### src/hw/rtl/prcb_pkg.sv
// Shared types and constants of the page channel router and batcher
`default_nettype none

package prcb_pkg;

  // storage sizes
  localparam int unsigned MaxChannels = 8;
  localparam int unsigned MaxBatch    = 128;

  // field widths
  localparam int unsigned ChW     = 3;
  localparam int unsigned SlotW   = 7;
  localparam int unsigned CountW  = 8;
  localparam int unsigned RegionW = 16;
  localparam int unsigned OffsW   = 48;
  localparam int unsigned TotalW  = 4;
  localparam int unsigned CfgW    = 8;
  localparam int unsigned CfgIdxW = 2;

  // hash multiplier and hot threshold
  localparam logic [31:0] HashMul  = 32'd2654435761;
  localparam logic [1:0]  HotLevel = 2'd2;

  typedef logic [ChW-1:0]     ch_t;
  typedef logic [SlotW-1:0]   slot_t;
  typedef logic [CountW-1:0]  count_t;
  typedef logic [RegionW-1:0] region_t;
  typedef logic [OffsW-1:0]   offs_t;

  // input actions
  typedef enum logic [0:0] {
    ACT_PAGE = 1'b0,
    ACT_SYNC = 1'b1
  } action_e;

  // result kinds
  typedef enum logic [1:0] {
    KIND_PAGE  = 2'd0,
    KIND_FLUSH = 2'd1,
    KIND_SYNC  = 2'd2
  } kind_e;

  // configuration register indexes
  typedef enum logic [CfgIdxW-1:0] {
    REG_CHANNEL_TOTAL = 2'd0,
    REG_DELTA_MODE    = 2'd1,
    REG_BATCH_PAGES   = 2'd2
  } reg_idx_e;

endpackage

`default_nettype wire

### src/hw/rtl/prcb_if.sv
// Handshake channels for page items and result items
`default_nettype none

interface prcb_page_if
  import prcb_pkg::*;
();
  logic    valid;
  logic    ready;
  logic    action;
  region_t region_id;
  offs_t   page_offset;
  logic [1:0] hotness;

  modport source (output valid, action, region_id, page_offset, hotness, input ready);
  modport sink   (input valid, action, region_id, page_offset, hotness, output ready);
endinterface

interface prcb_res_if
  import prcb_pkg::*;
();
  logic    valid;
  logic    ready;
  logic [1:0] kind;
  ch_t     channel;
  slot_t   slot;
  offs_t   out_offset;
  region_t flush_region;
  count_t  flush_count;
  logic    last;

  modport source (output valid, kind, channel, slot, out_offset, flush_region, flush_count,
                  last, input ready);
  modport sink   (input valid, kind, channel, slot, out_offset, flush_region, flush_count,
                  last, output ready);
endinterface

`default_nettype wire

### src/hw/rtl/page_channel_router_batcher_unit.sv
// Top level: page router to send channels with per-channel batching
//
// Takes one item at a time (page_i.ready is high only when idle) and emits its
// results one by one through a single output register, which may still hold
// a result while the next item is taken. A sync item walks all 8 channels one
// per cycle while the output is free or the channel is empty, flushing each
// non-empty one, then gives the done marker. A page item that needs a hash
// makes two passes of a shared 24x32 multiplier and one 64-bit add, then a
// shared remainder unit folds all 64 hash bits, 8 hash bits per cycle, then come
// the routing step, which may emit a flush first, and the accept. Pages
// that need no hash (single channel, hot page in delta mode, pool of one)
// go straight to routing. The user writes configuration through cfg_we_i/
// cfg_idx_i/cfg_data_i only while idle (unenforced); counts and region tags reset to zero.
`default_nettype none

module page_channel_router_batcher_unit
  import prcb_pkg::*;
(
  input  wire logic               clk_i,
  input  wire logic               rst_ni,
  input  wire logic               cfg_we_i,
  input  wire logic [CfgIdxW-1:0] cfg_idx_i,
  input  wire logic [CfgW-1:0]    cfg_data_i,
  prcb_page_if.sink               page_i,
  prcb_res_if.source              res_o
);

  typedef enum logic [8:0] {
    S_IDLE   = 9'b000000001,
    S_MUL_LO = 9'b000000010,
    S_MUL_HI = 9'b000000100,
    S_ADD    = 9'b000001000,
    S_MOD    = 9'b000010000,
    S_ROUTE  = 9'b000100000,
    S_PUT    = 9'b001000000,
    S_SCAN   = 9'b010000000,
    S_DONE   = 9'b100000000
  } state_e;

  state_e state_q, state_d;

  // configuration registers
  logic [TotalW-1:0] chan_total_q;
  logic              delta_on_q;
  count_t            batch_pages_q;

  // per-channel state
  count_t  count_q  [MaxChannels];
  region_t region_q [MaxChannels];

  // item working registers
  region_t    in_region_q;
  offs_t      offs_q;
  ch_t        ch_q;
  logic       base_q;
  logic [3:0] pool_q;
  logic [55:0] prod_q;
  logic [63:0] hash_q;
  logic [2:0] rem_q;
  logic [2:0] step_q;
  ch_t        scan_q;

  // output register
  logic    out_valid_q;
  kind_e   out_kind_q;
  ch_t     out_ch_q;
  slot_t   out_slot_q;
  offs_t   out_offs_q;
  region_t out_region_q;
  count_t  out_count_q;
  logic    out_last_q;

  logic in_fire, out_free;
  assign page_i.ready = (state_q == S_IDLE);
  assign in_fire      = page_i.valid && page_i.ready;
  assign out_free     = !out_valid_q || res_o.ready;

  assign res_o.valid        = out_valid_q;
  assign res_o.kind         = out_kind_q;
  assign res_o.channel      = out_ch_q;
  assign res_o.slot         = out_slot_q;
  assign res_o.out_offset   = out_offs_q;
  assign res_o.flush_region = out_region_q;
  assign res_o.flush_count  = out_count_q;
  assign res_o.last         = out_last_q;

  // clamped configuration
  logic [3:0] total_c;
  count_t     limit_c;
  always_comb begin
    if (chan_total_q == '0) begin
      total_c = 4'd1;
    end else if (chan_total_q > TotalW'(MaxChannels)) begin
      total_c = 4'(MaxChannels);
    end else begin
      total_c = chan_total_q;
    end
    if (batch_pages_q == '0) begin
      limit_c = 8'd1;
    end else if (batch_pages_q > CountW'(MaxBatch)) begin
      limit_c = CountW'(MaxBatch);
    end else begin
      limit_c = batch_pages_q;
    end
  end

  // channel choice at accept: direct pick or hash pool
  logic       need_hash_c;
  ch_t        direct_ch_c;
  logic       base_c;
  logic [3:0] pool_c;
  always_comb begin
    need_hash_c = 1'b0;
    direct_ch_c = '0;
    base_c      = 1'b0;
    pool_c      = total_c;
    if (total_c > 4'd1) begin
      if (delta_on_q) begin
        base_c = 1'b1;
        pool_c = total_c - 4'd1;
      end
      if (delta_on_q && page_i.hotness >= HotLevel) begin
        direct_ch_c = '0;
      end else if (pool_c <= 4'd1) begin
        direct_ch_c = ChW'(base_c);
      end else begin
        need_hash_c = 1'b1;
      end
    end
  end

  // shared remainder unit: folds 8 hash bits into the running remainder
  logic [2:0] rem_c;
  always_comb begin
    logic [3:0] t;
    t     = '0;
    rem_c = rem_q;
    for (int b = 7; b >= 0; b--) begin
      t = {rem_c, hash_q[56 + b]};
      if (t >= pool_q) begin
        t = t - pool_q;
      end
      rem_c = t[2:0];
    end
  end

  // shared multiplier: low or high half of the offset times the hash constant
  logic [23:0] mul_a;
  logic [55:0] mul_p;
  assign mul_a = (state_q == S_MUL_LO) ? offs_q[23:0] : offs_q[47:24];
  assign mul_p = mul_a * HashMul;

  // per-channel read port
  ch_t     rd_idx;
  count_t  rd_count;
  region_t rd_region;
  assign rd_idx    = (state_q == S_SCAN) ? scan_q : ch_q;
  assign rd_count  = count_q[rd_idx];
  assign rd_region = region_q[rd_idx];

  // sequencer
  logic    emit;
  kind_e   e_kind;
  slot_t   e_slot;
  offs_t   e_offs;
  region_t e_region;
  count_t  e_count;
  logic    e_last;
  logic    cnt_we, reg_we;
  count_t  cnt_wd;
  always_comb begin
    state_d  = state_q;
    emit     = 1'b0;
    e_kind   = KIND_PAGE;
    e_slot   = '0;
    e_offs   = '0;
    e_region = '0;
    e_count  = '0;
    e_last   = 1'b0;
    cnt_we   = 1'b0;
    reg_we   = 1'b0;
    cnt_wd   = '0;
    unique case (state_q)
      S_IDLE: begin
        if (in_fire) begin
          if (page_i.action == ACT_SYNC) begin
            state_d = S_SCAN;
          end else if (need_hash_c) begin
            state_d = S_MUL_LO;
          end else begin
            state_d = S_ROUTE;
          end
        end
      end
      S_MUL_LO: state_d = S_MUL_HI;
      S_MUL_HI: state_d = S_ADD;
      S_ADD:    state_d = S_MOD;
      S_MOD: begin
        if (step_q == 3'd7) begin
          state_d = S_ROUTE;
        end
      end
      S_ROUTE: begin
        if (rd_count != '0 && (rd_region != in_region_q || rd_count >= limit_c)) begin
          if (out_free) begin
            emit     = 1'b1;
            e_kind   = KIND_FLUSH;
            e_region = rd_region;
            e_count  = rd_count;
            cnt_we   = 1'b1;
            cnt_wd   = '0;
            state_d  = S_PUT;
          end
        end else begin
          state_d = S_PUT;
        end
      end
      S_PUT: begin
        if (out_free) begin
          emit    = 1'b1;
          e_kind  = KIND_PAGE;
          e_slot  = rd_count[SlotW-1:0];
          e_offs  = offs_q;
          e_last  = 1'b1;
          cnt_we  = 1'b1;
          cnt_wd  = rd_count + 8'd1;
          reg_we  = (rd_count == '0);
          state_d = S_IDLE;
        end
      end
      S_SCAN: begin
        if (rd_count == '0 || out_free) begin
          if (rd_count != '0) begin
            emit     = 1'b1;
            e_kind   = KIND_FLUSH;
            e_region = rd_region;
            e_count  = rd_count;
            cnt_we   = 1'b1;
            cnt_wd   = '0;
          end
          if (scan_q == ChW'(MaxChannels - 1)) begin
            state_d = S_DONE;
          end
        end
      end
      S_DONE: begin
        if (out_free) begin
          emit    = 1'b1;
          e_kind  = KIND_SYNC;
          e_last  = 1'b1;
          state_d = S_IDLE;
        end
      end
      default: state_d = S_IDLE;
    endcase
  end

  // control registers and configuration
  always_ff @(posedge clk_i or negedge rst_ni) begin
    if (!rst_ni) begin
      state_q       <= S_IDLE;
      chan_total_q  <= 4'd2;
      delta_on_q    <= 1'b0;
      batch_pages_q <= 8'd128;
      out_valid_q   <= 1'b0;
      scan_q        <= '0;
      step_q        <= '0;
      for (int i = 0; i < MaxChannels; i++) begin
        count_q[i]  <= '0;
        region_q[i] <= '0;
      end
    end else begin
      state_q <= state_d;
      if (cfg_we_i) begin
        case (cfg_idx_i)
          REG_CHANNEL_TOTAL: chan_total_q  <= cfg_data_i[TotalW-1:0];
          REG_DELTA_MODE:    delta_on_q    <= cfg_data_i[0];
          REG_BATCH_PAGES:   batch_pages_q <= cfg_data_i;
          default: ;
        endcase
      end
      if (emit) begin
        out_valid_q <= 1'b1;
      end else if (res_o.ready) begin
        out_valid_q <= 1'b0;
      end
      if (in_fire) begin
        scan_q <= '0;
      end else if (state_q == S_SCAN && (rd_count == '0 || out_free)) begin
        scan_q <= scan_q + ChW'(1);
      end
      if (state_q == S_ADD) begin
        step_q <= '0;
      end else if (state_q == S_MOD) begin
        step_q <= step_q + 3'd1;
      end
      if (cnt_we) begin
        count_q[rd_idx] <= cnt_wd;
      end
      if (reg_we) begin
        region_q[rd_idx] <= in_region_q;
      end
    end
  end

  // datapath registers
  always_ff @(posedge clk_i) begin
    if (in_fire) begin
      in_region_q <= page_i.region_id;
      offs_q      <= page_i.page_offset;
      ch_q        <= direct_ch_c;
      base_q      <= base_c;
      pool_q      <= pool_c;
    end
    unique case (state_q)
      S_MUL_LO: prod_q <= mul_p;
      S_MUL_HI: begin
        prod_q <= mul_p;
        hash_q <= {8'd0, prod_q};
      end
      S_ADD: begin
        hash_q <= hash_q + {prod_q[39:0], 24'd0};
        rem_q  <= '0;
      end
      S_MOD: begin
        hash_q <= {hash_q[55:0], 8'd0};
        rem_q  <= rem_c;
        if (step_q == 3'd7) begin
          ch_q <= ChW'(base_q) + rem_c;
        end
      end
      default: ;
    endcase
    if (emit) begin
      out_kind_q   <= e_kind;
      out_ch_q     <= (e_kind == KIND_SYNC) ? ch_t'(0) : rd_idx;
      out_slot_q   <= e_slot;
      out_offs_q   <= e_offs;
      out_region_q <= e_region;
      out_count_q  <= e_count;
      out_last_q   <= e_last;
    end
  end

endmodule

`default_nettype wire
### src/flat_wrapper.sv
// flat-port wrapper written by rule: the top's interface ports become plain ports
module page_channel_router_batcher_unit_flat import prcb_pkg::*;
  (clk_i, rst_ni, cfg_we_i, cfg_idx_i, cfg_data_i, page_i_valid, page_i_action, page_i_region_id, page_i_page_offset, page_i_hotness, page_i_ready, res_o_valid, res_o_kind, res_o_channel, res_o_slot, res_o_out_offset, res_o_flush_region, res_o_flush_count, res_o_last, res_o_ready);
  prcb_page_if page_i_i ();
  prcb_res_if res_o_i ();
  input  wire logic clk_i;
  input  wire logic rst_ni;
  input  wire logic cfg_we_i;
  input  wire logic [CfgIdxW-1:0] cfg_idx_i;
  input  wire logic [CfgW-1:0] cfg_data_i;
  input wire logic [$bits(page_i_i.valid)-1:0] page_i_valid;
  input wire logic [$bits(page_i_i.action)-1:0] page_i_action;
  input wire logic [$bits(page_i_i.region_id)-1:0] page_i_region_id;
  input wire logic [$bits(page_i_i.page_offset)-1:0] page_i_page_offset;
  input wire logic [$bits(page_i_i.hotness)-1:0] page_i_hotness;
  output wire logic [$bits(page_i_i.ready)-1:0] page_i_ready;
  output wire logic [$bits(res_o_i.valid)-1:0] res_o_valid;
  output wire logic [$bits(res_o_i.kind)-1:0] res_o_kind;
  output wire logic [$bits(res_o_i.channel)-1:0] res_o_channel;
  output wire logic [$bits(res_o_i.slot)-1:0] res_o_slot;
  output wire logic [$bits(res_o_i.out_offset)-1:0] res_o_out_offset;
  output wire logic [$bits(res_o_i.flush_region)-1:0] res_o_flush_region;
  output wire logic [$bits(res_o_i.flush_count)-1:0] res_o_flush_count;
  output wire logic [$bits(res_o_i.last)-1:0] res_o_last;
  input wire logic [$bits(res_o_i.ready)-1:0] res_o_ready;
  assign page_i_i.valid = page_i_valid;
  assign page_i_i.action = page_i_action;
  assign page_i_i.region_id = page_i_region_id;
  assign page_i_i.page_offset = page_i_page_offset;
  assign page_i_i.hotness = page_i_hotness;
  assign page_i_ready = page_i_i.ready;
  assign res_o_valid = res_o_i.valid;
  assign res_o_kind = res_o_i.kind;
  assign res_o_channel = res_o_i.channel;
  assign res_o_slot = res_o_i.slot;
  assign res_o_out_offset = res_o_i.out_offset;
  assign res_o_flush_region = res_o_i.flush_region;
  assign res_o_flush_count = res_o_i.flush_count;
  assign res_o_last = res_o_i.last;
  assign res_o_i.ready = res_o_ready;
  page_channel_router_batcher_unit u_core (.clk_i(clk_i), .rst_ni(rst_ni), .cfg_we_i(cfg_we_i), .cfg_idx_i(cfg_idx_i), .cfg_data_i(cfg_data_i), .page_i(page_i_i), .res_o(res_o_i));
endmodule
### config.mk
export PLATFORM = sky130hd
export DESIGN_NAME = page_channel_router_batcher_unit_flat
export DESIGN_NICKNAME = d
export VERILOG_FILES = /design/src/hw/rtl/prcb_pkg.sv /design/src/hw/rtl/prcb_if.sv /design/src/hw/rtl/page_channel_router_batcher_unit.sv /design/src/flat_wrapper.sv
export SDC_FILE = /design/constraint.sdc
export NUM_CORES = 2
export LEC_CHECK = 0
export BUFFER_PORTS_ARGS = -buffer_cell sky130_fd_sc_hd__buf_2
export CAP_MARGIN = 20
export CORE_UTILIZATION = 45
export CTS_CLUSTER_SIZE = 20
export DETAILED_ROUTE_END_ITERATION = 8
export HOLD_SLACK_MARGIN = 0.06
export SLEW_MARGIN = 20
export SYNTH_ARGS = -nofsm -noshare
export SYNTH_HDL_FRONTEND = slang
export SYNTH_SLANG_ARGS = --single-unit
### constraint.sdc
create_clock -name clk_i -period 29.5 [get_ports clk_i]
set_input_delay 5.9 -clock clk_i [delete_from_list [all_inputs] [get_ports clk_i]]
set_output_delay 5.9 -clock clk_i [all_outputs]
set_load 0.01 [all_outputs]
==> reports/results.txt <==
Commonest non-fill, non-tap cell in the layout: inv_1
Most frequent cells in the layout: 459 x inv_1, 336 x ha_1, 316 x fa_1
Flop and latch count out of synthesis: 501
Yosys cell types: 94
Total negative slack: 0 ns
Max-slew violations: 0
Mapped Area: 37200 um2
Cts bufs inserted: 55
Remaining Overflow, GRT: 0
Ports: 169
Buffers on Ports: 167
Slowest stage cell, crit path: edfxtp_1
Postcts setup bufs: 0
DRT Wirelength: 97800 um
Routed wire per std cell: 21.9 um
Synth warnings: 0
Avg Inst Size Synth: 11.6 um2
Worst Tran Pin Value: 1.10 ns
Largest net degree at the start of global routing: 110
Final RePlAce weighted congestion: 0.917
Tot GR Track Use: 0.234
Clock root cell: clkbuf_16
Rel. slew slack: 0.264
1st-iter DRT viols: 1689
Sequential-to-total area share from yosys stat: 0.374
Vias per inst: 5.51
Setup crit end kind: register
Vias: 24.6k
ANT nets after route: 0
CTS H-tree depth: 2
Worst skew pair latency: 0.65 ns
EDFF count, synth: 277
CP bufs+invs: 7
Hold Fails Final Rpt: 0
Async S/R FF share, synth: 0.441
Critical Path Source Type: register
Layout area overhead: 10.1%
Clk pin slew, worst setup/hold paths: 0.06 ns
Die Ht: 290 um
Core Rows: 105
Largest stage delay, worst path: 0.66 ns
Clock sink count: 501
RSZ-0062 raised after global routing: false
Tcrit/Tclk final: 0.426
Final routed DRC violation total: 0
# fillers: 7412
Initial antenna violation count: 1
Worst endpoint required time: 30.07 ns
CTS Buffer Depth: 3
Post-DP HPWL: 74500 um
Final min period: 12.55 ns
Status: finished, final reports clean
Nets: 4086
Post-CTS Resized: 0
WS Path Type: register to register
MaxCap Viol Count: 0
Hold Crit Class: register to register
CP Max Fanout: 10
Core outline area: 82000 um2
Syn_nets: 3936
TritonCTS clock tree: built
Die width: 290 um
Starting density of the core: 0.454
Die Area: 83900 um2
Vias in the first global route: 24.8k
Global-route wire length before repair: 148000 um
FMAX: 79.7 MHz
Syn Inst Count: 3202
Ys flop type: edfxtp_1
Post-CTS Hold Fix Bufs: 0
Final setup fails: 0
Worst path top cell family by delay: compound AO/OA/AOI/OAI gates
Ratio of cells with drive above 1 in the final layout: 0.145
Crit path arrival time: 13.12 ns
DRT Pass-1 Iters: 5
Clock skew: 0.0589 ns
-- metal layers --
layer | vias up | part of all wire | GRT usage
met3 | 139 | 0.050 | 0.0298
met4 | 2 | 0.025 | 0.0613
met5 | - | 0.00013 | 0
met1 | 12500 | 0.43 | 0.316
li1 | 11400 | - | -
met2 | 626 | 0.49 | 0.396
-- synth_stat cells (68+ instances only) --
master    instances  area share
nand2_1         179       0.018
xnor2_1          68       0.016
o21ai_0         118       0.016
a21oi_1          97       0.013
mux2_2           78       0.024
edfxtp_1        277        0.22
nor2_1          131       0.013
inv_1           460       0.046
fa_1            316        0.17
dfrtp_1         218        0.15
a21o_1           68       0.014
ha_1            336        0.11
-- worst paths after layout --
kind	start	end	slack [ns]	cells after the start
min in group asynchronous	rst_ni	u_core.region_q[87]$_DFFE_PN0P_	5.27	1
hold reg to reg	u_core.region_q[54]$_DFFE_PN0P_	u_core.region_q[54]$_DFFE_PN0P_	0.49	2
setup / recovery	u_core.pool_q[1]$_DFFE_PP_	u_core.ch_q[2]$_DFF_P_	16.95	60
max in group asynchronous	rst_ni	u_core.res_o.valid$_DFFE_PN0P_	22.06	3
setup reg to reg	u_core.pool_q[1]$_DFFE_PP_	u_core.ch_q[2]$_DFF_P_	16.95	60
hold / removal	u_core.region_q[54]$_DFFE_PN0P_	u_core.region_q[54]$_DFFE_PN0P_	0.49	2
-- cell type report --
class,instances,area [um2],share of cell area
clock inverters,30,277,0.00675
repair buffers,197,1080,0.0263
inverters,461,1730,0.0422
multi-input cells,2136,21100,0.516
diodes,1,2.50,0.0000611
clock buffers,71,1510,0.0368
well taps,1070,1340,0.0327
flip-flops and latches,501,13900,0.339
-- worst min-delay path, cell delays in order, from the launching register on --
cell and delay [ns]:
dfrtp_1 0.34, nand2_1 0.05, o21ai_0 0.06
-- metrics by stage --
stage | util | hold WS, ns | worst slack, ns | instances | area [um2]
detailed placement | 0.478 | 0.471 | 16.87 | 4363 | 39200
CTS | 0.500 | 0.484 | 16.74 | 4464 | 41000
floorplan | - | 0.444 | 18.26 | 3202 | 37200
global placement | 0.478 | 0.463 | 16.86 | 4363 | 39200
global route | 0.500 | 0.506 | 15.56 | 4466 | 41000
finish | 0.500 | 0.485 | 16.95 | 4467 | 41000
-- registers in the layout, indices dropped and copies added (netlist names), 7 cells and up --
register	cells
u_core.batch_pages_q	8
u_core.count_q	64
u_core.hash_q	64
u_core.in_region_q	16
u_core.offs_q	48
u_core.prod_q	56
u_core.region_q	128
u_core.res_o.flush_count	8
u_core.res_o.flush_region	16
u_core.res_o.out_offset	48
u_core.res_o.slot	7
u_core.state_q	9
-- cells by family after synthesis --
logic type	after synthesis	share of synthesized area
compound gates	573	0.110
xor+xnor	117	0.0275
fa+ha+maj	652	0.283
buf+inv	565	0.0601
flops	501	0.374
mux	192	0.0632
simple gates	602	0.0833
Power is not shown: default switching activity piles up to over one toggle a cycle in this logic, so the estimate is an artifact.
